===== src/design/idr_pkg.sv =====
package idr_pkg;

    // graph and stack sizes
    localparam int NUM_VERTICES = 1024;
    localparam int NUM_EDGES    = 4096;
    localparam int STACK_DEPTH  = 1024;

    localparam int VTX_W  = $clog2(NUM_VERTICES);       // vertex index
    localparam int VIN_W  = VTX_W + 1;                  // vertex field incl. sentinel
    localparam int EDG_W  = $clog2(NUM_EDGES);          // edge slot index
    localparam int SLOT_W = EDG_W + 1;                  // slot value incl. end marker
    localparam int STK_W  = $clog2(STACK_DEPTH);        // stack index
    localparam int SP_W   = STK_W + 1;                  // stack pointer
    localparam int LBL_W  = 10;                         // label field width

    // command codes
    localparam logic [1:0] CMD_LOAD_VTX  = 2'd0;
    localparam logic [1:0] CMD_LOAD_EDGE = 2'd1;
    localparam logic [1:0] CMD_QUERY     = 2'd2;

    // vertex record as held in the vertex memory
    typedef struct packed {
        logic [LBL_W-1:0] level;
        logic [LBL_W-1:0] rank_y;
        logic [LBL_W-1:0] rank_x;
        logic [LBL_W-1:0] int_hi;
        logic [LBL_W-1:0] int_lo;
    } t_vattr;

    // one input item unpacked
    typedef struct packed {
        logic [1:0]        cmd;
        logic [VIN_W-1:0]  vertex;
        logic [VTX_W-1:0]  target_vertex;
        logic [SLOT_W-1:0] first_edge;
        logic [EDG_W-1:0]  edge_slot;
        logic [VTX_W-1:0]  edge_target;
        t_vattr            attr;
    } t_item;

    // controller to datapath
    typedef struct packed {
        logic load;
        logic rd_tgt;
        logic ld_tgt;
        logic start;
        logic ld_fe0;
        logic rd_fe1;
        logic ld_fe1;
        logic adv;
        logic push;
        logic pop;
        logic ld_top;
        logic set_res;
        logic res_flag;
        logic res_bad;
        logic emit;
    } t_cmd;

    // datapath to controller
    typedef struct packed {
        logic range_ok;
        logic first;
        logic hit;
        logic prune;
        logic has_child;
        logic child_oob;
        logic stack_full;
        logic sp_last;
        logic out_busy;
    } t_status;

endpackage


===== src/design/idr_ctrl.sv =====
module idr_ctrl
    import idr_pkg::*;
(
    input  logic    i_clk,
    input  logic    i_rst_n,
    input  logic    i_s_tvalid,
    input  logic [1:0] i_cmd_code,
    input  t_status i_status,
    output logic    o_s_tready,
    output t_cmd    o_cmd
);
    localparam logic [3:0] S_IDLE = 4'd0;
    localparam logic [3:0] S_TGT  = 4'd1;
    localparam logic [3:0] S_FE0  = 4'd2;
    localparam logic [3:0] S_FE1  = 4'd3;
    localparam logic [3:0] S_FE2  = 4'd4;
    localparam logic [3:0] S_CHK  = 4'd5;
    localparam logic [3:0] S_EDGE = 4'd6;
    localparam logic [3:0] S_POP  = 4'd7;
    localparam logic [3:0] S_TOP  = 4'd8;
    localparam logic [3:0] S_DONE = 4'd9;

    logic [3:0] r_state, n_state;
    logic       acc;

    assign o_s_tready = r_state == S_IDLE;
    assign acc        = i_s_tvalid && o_s_tready;

    // walk sequencer
    always_comb begin
        o_cmd   = '0;
        n_state = r_state;
        unique case (r_state)
            S_IDLE: begin
                o_cmd.load   = acc;
                o_cmd.rd_tgt = acc && (i_cmd_code == CMD_QUERY);
                if (acc && (i_cmd_code == CMD_QUERY)) begin
                    if (i_status.range_ok) begin
                        n_state = S_TGT;
                    end else begin
                        o_cmd.set_res = 1'b1;
                        n_state = S_DONE;
                    end
                end
            end
            S_TGT: begin
                o_cmd.ld_tgt = 1'b1;
                o_cmd.start  = 1'b1;
                n_state = S_FE0;
            end
            S_FE0: n_state = S_FE1;
            S_FE1: begin
                o_cmd.ld_fe0 = 1'b1;
                o_cmd.rd_fe1 = 1'b1;
                n_state = S_FE2;
            end
            S_FE2: begin
                o_cmd.ld_fe1 = 1'b1;
                n_state = S_CHK;
            end
            S_CHK: begin
                priority if (i_status.first && i_status.hit) begin
                    o_cmd.set_res  = 1'b1;
                    o_cmd.res_flag = 1'b1;
                    n_state = S_DONE;
                end else if (i_status.first && i_status.prune) begin
                    n_state = S_POP;
                end else if (i_status.has_child) begin
                    n_state = S_EDGE;
                end else begin
                    n_state = S_POP;
                end
            end
            S_EDGE: begin
                priority if (i_status.child_oob) begin
                    o_cmd.adv = 1'b1;
                    n_state = S_CHK;
                end else if (i_status.stack_full) begin
                    o_cmd.set_res = 1'b1;
                    o_cmd.res_bad = 1'b1;
                    n_state = S_DONE;
                end else begin
                    o_cmd.push = 1'b1;
                    n_state = S_FE0;
                end
            end
            S_POP: begin
                o_cmd.pop = 1'b1;
                if (i_status.sp_last) begin
                    o_cmd.set_res = 1'b1;
                    n_state = S_DONE;
                end else begin
                    n_state = S_TOP;
                end
            end
            S_TOP: begin
                o_cmd.ld_top = 1'b1;
                n_state = S_FE0;
            end
            S_DONE: begin
                if (!i_status.out_busy) begin
                    o_cmd.emit = 1'b1;
                    n_state = S_IDLE;
                end
            end
            default: n_state = S_IDLE;
        endcase
    end

    always_ff @(posedge i_clk) begin
        if (!i_rst_n) begin
            r_state <= S_IDLE;
        end else begin
            r_state <= n_state;
        end
    end
endmodule


===== config.mk =====
export PLATFORM = sky130hd
export DESIGN_NAME = idr_ctrl
export DESIGN_NICKNAME = d
export VERILOG_FILES = /design/src/design/idr_pkg.sv /design/src/design/idr_ctrl.sv
export SDC_FILE = /design/constraint.sdc
export NUM_CORES = 1
export LEC_CHECK = 0
export ABC_AREA = 1
export BUFFER_PORTS_ARGS = -buffer_cell sky130_fd_sc_hd__buf_2
export CAP_MARGIN = 20
export CORE_AREA = 2 2 40 42
export DETAILED_ROUTE_END_ITERATION = 7
export DIE_AREA = 0 0 42 44
export GPL_TIMING_DRIVEN = 0
export PLACE_DENSITY = 0.68
export RECOVER_POWER = 50
export SYNTH_ARGS = -nofsm -noshare
export SYNTH_HDL_FRONTEND = slang
export SYNTH_SLANG_ARGS = --single-unit

===== constraint.sdc =====
create_clock -name i_clk -period 1 [get_ports i_clk]
set_input_delay 0.2 -clock i_clk [delete_from_list [all_inputs] [get_ports i_clk]]
set_output_delay 0.2 -clock i_clk [all_outputs]
set_load 0.1 [all_outputs]

==> flow_summary.yaml, run 1 <==
synth:
  async_flop_share_pct: 0
  synthMostInstantiatedCell: "inv_1"
  synth_top_cell_by_area: "dfxtp_1"
  synth_top_family_by_area: "simple AND/OR/NAND/NOR gates"
  post_synth_num_cell_types: 17
  synth_area_leaders: "dfxtp_1 17%, inv_1 17%, nand2_1 15%"
  synth_edf_count: 0
  synth_warnings: 0
  synth-compound-area-share_pct: 11.3
  synth_ff_type: "dfxtp_1"
  syn_area_um2: 467
  synth_area_per_cell_um2: 5.19
  synth-simple-area-share_pct: 51.5
  synthAdderAreaFrac_pct: 0
  syn_nets: 104
  synth-xor-area-share_pct: 0
  ys_seq_area_share_pct: 17.2
  yosys.area.top_type_share_pct: 17.2
  syn_inst: 90
  ys_seq_elements: 4
  synthMuxAreaShare_pct: 0
  synth_common_cells: "21 x inv_1, 19 x nand2_1, 16 x nor2_1, 10 x nand3_1, 5 x a21oi_1"
outcome:
  stop_stage: "5_1_grt"
  first-error: "[ERROR DPL-0038] Utilization greater than 100%, impossible to legalize"
  status: "stopped before the end"
timing:
  endpoint_type: "primary output"
  grt_worst_setup_endpoint: "o_cmd[6]"
grt:
  grt_max_degree: 7
floorplanning:
  initial_core_util_pct: 32.9
  pin_count: 30
  rows: 14
  die_y_um: 44
  die_width_um: 42
placement:
  gp_congestion: 0.822
  hpwl_um: 1140
  port-buffer-count: 29
  pre_cts_ws_ns: -0.820
clocking:
  htreeDepth: 1
  numCtsBuffers: 3
  cts_root_buf: "clkbuf_4"
  clockBufferDepth: 2
  hold_buffers: 0
  cts_sinks: 4
-- cells by family after synthesis --
kind of cell | after synthesis
DFF | 4
and+or+nand+nor | 53
buffers and inverters | 23
AOI/OAI and AO/OA | 10
-- metrics by stage --
| step | instance area (um2) | std cells | utilization (%) | TNS, ns | hold WS (ns) |
|---|---|---|---|---|---|
| 2_1_floorplan | 616 | 90 | - | -10.02 | 0.342 |
| 3_3_place_gp | 781 | 135 | 55.0 | -9.16 | 0.444 |
| 3_5_place_dp | 781 | 135 | 55.0 | -9.27 | 0.457 |
| 4_1_cts | 1250 | 151 | 88.1 | -8.60 | 0.220 |
-- what timing repair did --
action,CTS
setup buffers,13
resized for setup,95
pin swaps,11
endpoints found under the setup margin,20
==> inputs of run 2 (changes only) <==
--- a/config.mk
+++ b/config.mk
@@ -8,11 +8,11 @@
 export ABC_AREA = 1
 export BUFFER_PORTS_ARGS = -buffer_cell sky130_fd_sc_hd__buf_2
 export CAP_MARGIN = 20
-export CORE_AREA = 2 2 40 42
+export CORE_AREA = 2 2 63 65
 export DETAILED_ROUTE_END_ITERATION = 7
-export DIE_AREA = 0 0 42 44
+export DIE_AREA = 0 0 65 67
 export GPL_TIMING_DRIVEN = 0
-export PLACE_DENSITY = 0.68
+export PLACE_DENSITY_LB_ADDON = 0.15
 export RECOVER_POWER = 50
 export SYNTH_ARGS = -nofsm -noshare
 export SYNTH_HDL_FRONTEND = slang
==> constraint.sdc (replaced) <==
create_clock -name i_clk -period 1.3 [get_ports i_clk]
set_input_delay 0.26 -clock i_clk [delete_from_list [all_inputs] [get_ports i_clk]]
set_output_delay 0.26 -clock i_clk [all_outputs]
set_load 0.1 [all_outputs]
==> run 2 against run 1 <==
The flow now finishes, with violations (negative setup slack). Synthesized cell count stayed put. Area after synthesis stayed put.
==> flow_summary.yaml, run 2 <==
final_layout:
  syn2layout_area_growth_pct: 190
  final_cell_mix: "17 x buf_12, 13 x buf_2, 13 x buf_4, 11 x nand2_1"
  regArea_um2: 95.1
  drive_above_1_share_pct: 70.0
  multi_input_area_um2: 490
  final_common_cell: "buf_12"
  fin_nets: 155
  final_cells: 188
  fillCellCount: 370
  top_register: "r_state"
  top_regs: "r_state: 4 flops"
  fin_area_um2: 1350
  largest_reg_flops: 4
  diodes: 0
grt:
  antenna_found_initial: 0
  grt_pass1_wl_um: 3310
  gr-total-overflow: 0
  grt_pass1_vias: 760
  grt_max_degree: 7
  grtUsageTotal_pct: 9.93
setup_path:
  arrival_ns: 1.39
  worstSetupStartpointType: "flop"
  setup.worst_path.end_class: "output port"
  crit_fanout: 4
  timing.rr.start: "r_state[2]$_SDFFE_PN0P_"
  reg2reg_slack_ns: -0.03
  crit_type: "flop to output port"
  startpoint: "r_state[2]$_SDFFE_PN0P_"
  worstPathRequired_ns: 1.04
clocking:
  clk_latency_ns: 0.22
  cts_root_buf: "clkbuf_8"
  htreeDepth: 1
  cts_tree: "done"
  numCtsBuffers: 3
  clockBufferDepth: 2
  clk_pin_slew_ns: 0.03
  cts_sinks: 4
synth:
  synth_warnings: 0
  synth_edf_count: 0
  post_synth_num_cell_types: 17
  syn_nets: 104
  synth_ff_type: "dfxtp_1"
  ys_seq_elements: 4
  yosys.area.top_type_share_pct: 17.2
  syn_area_um2: 467
  syn_inst: 90
  synth_common_cells: "21 x inv_1, 19 x nand2_1, 16 x nor2_1, 10 x nand3_1, 5 x a21oi_1"
  synthMostInstantiatedCell: "inv_1"
  synth_area_per_cell_um2: 5.19
  ys_seq_area_share_pct: 17.2
  async_flop_share_pct: 0
  synth_top_cell_by_area: "dfxtp_1"
  synth_area_leaders: "dfxtp_1 17%, inv_1 17%, nand2_1 15%"
floorplanning:
  core_area_um2: 3610
  initial_core_util_pct: 12.9
  die_y_um: 67
  rows: 22
  die_width_um: 65
  die_area_um2: 4360
  pin_count: 30
route:
  viasPerCell: 3.99
  drtIter0Drc: 10
  wl_um: 1910
  vias: 751
  wl_per_cell_um: 10.2
  drc: 0
  dr.pass1.iters: 5
  drtAntennaViolNets: 0
job:
  drv_cap: 0
outcome:
  failed_checks: "negative setup slack"
  status: "finished with violations"
placement:
  postPlaceCellArea_um2: 821
  hpwl_um: 1410
  port-buffer-count: 29
  gp_congestion: 0.681
  pre_cts_ws_ns: -0.650
  dp_cells: 167
timing:
  period_share_pct: 127
  rsz0062_at_grt: "true"
  clock.fmax_mhz: 607
  fin_ws_ns: -0.348
  max_slew_margin_pct: 82.2
  fin_worst_skew_ns: 0.00286
  slew_violations: 0
  hold_slack_ns: 0.294
  finalSetupViolCount: 17
  worst_pin_slew_ns: 0.266
  min_period_ns: 1.65
  hold_viol_final: 0
pwr:
  ir_drop_mv: 1.39
  power_mw: 2.68
  leakage_nw: 0.580
  power_density_nw_per_um2: 1980
hold_path:
  hold_start: "i_rst_n"
  hold_class: "input pin to flop"
==> run 2: cell counts after synthesis <==
Identical to the previous run, type by type.
==> run 2: worst paths after layout <==
path / endpoint / cells after the start
max: o_cmd[3] / 7
min: r_state[0]$_SDFFE_PN0P_ / 3
max reg2reg: r_state[1]$_SDFFE_PN0P_ / 8
min reg2reg: r_state[0]$_SDFFE_PN0P_ / 2
==> run 2: cells by family after synthesis <==
kind of cell	after synthesis	synth area share, %
compound gates	10	11.3
flops	4	17.2
buf+inv	23	20.1
simple gates	53	51.5
==> run 2: per-stage QoR <==
stage / util (%) / setup TNS (ns)
5_1_grt: 37.5 / -4.80
4_1_cts: 35.0 / -3.76
3_5_place_dp: 22.8 / -4.77
3_3_place_gp: 22.8 / -4.72
2_1_floorplan: - / -5.32
6_report: 37.5 / -3.81
==> run 2: worst max-delay path: stages (launching register included) <==
cell     delay (ns)
dfxtp_4        0.37
inv_4          0.04
nor2_4         0.16
buf_6          0.13
buf_4          0.11
nand3_4        0.10
nand3_4        0.10
buf_12         0.17
==> run 2: routing by layer <==
metal  track usage (%)  part of all wire, %  up-vias
met1              11.2                   40      336
met2              17.9                   53       28
met4              4.79                  1.9        0
met3              1.86                  5.0        6
li1                  -                    -      381
met5                 0                    0        -
==> run 2: final cells by class <==
type | count | area share (%)
Multi-Input combinational cell | 63 | 36.3
Buffer | 2 | 2.31
Tap cell | 48 | 4.44
Sequential cell | 4 | 7.03
Clock buffer | 4 | 3.33
Timing Repair Buffer | 46 | 38.8
Inverter | 21 | 7.86
==> run 2: repair_timing <==
action	4_1_cts	5_1_grt
setup buffers	12	7
pin swaps	7	15
gates resized for setup	83	18
hold buffers	0	0
endpoints found under the setup margin	18	19
gates cloned	0	0
==> run 2: power by group <==
part           switching [mW]  internal [mW]  leakage (nW)  total (mW)
Sequential             0.0968          0.181        0.0356       0.278
Clock                  0.0681          0.210        0.0228       0.278
Combinational            1.31          0.810         0.522        2.12
Total                    1.48           1.20         0.580        2.68
Power figures use the tool's default switching activity.
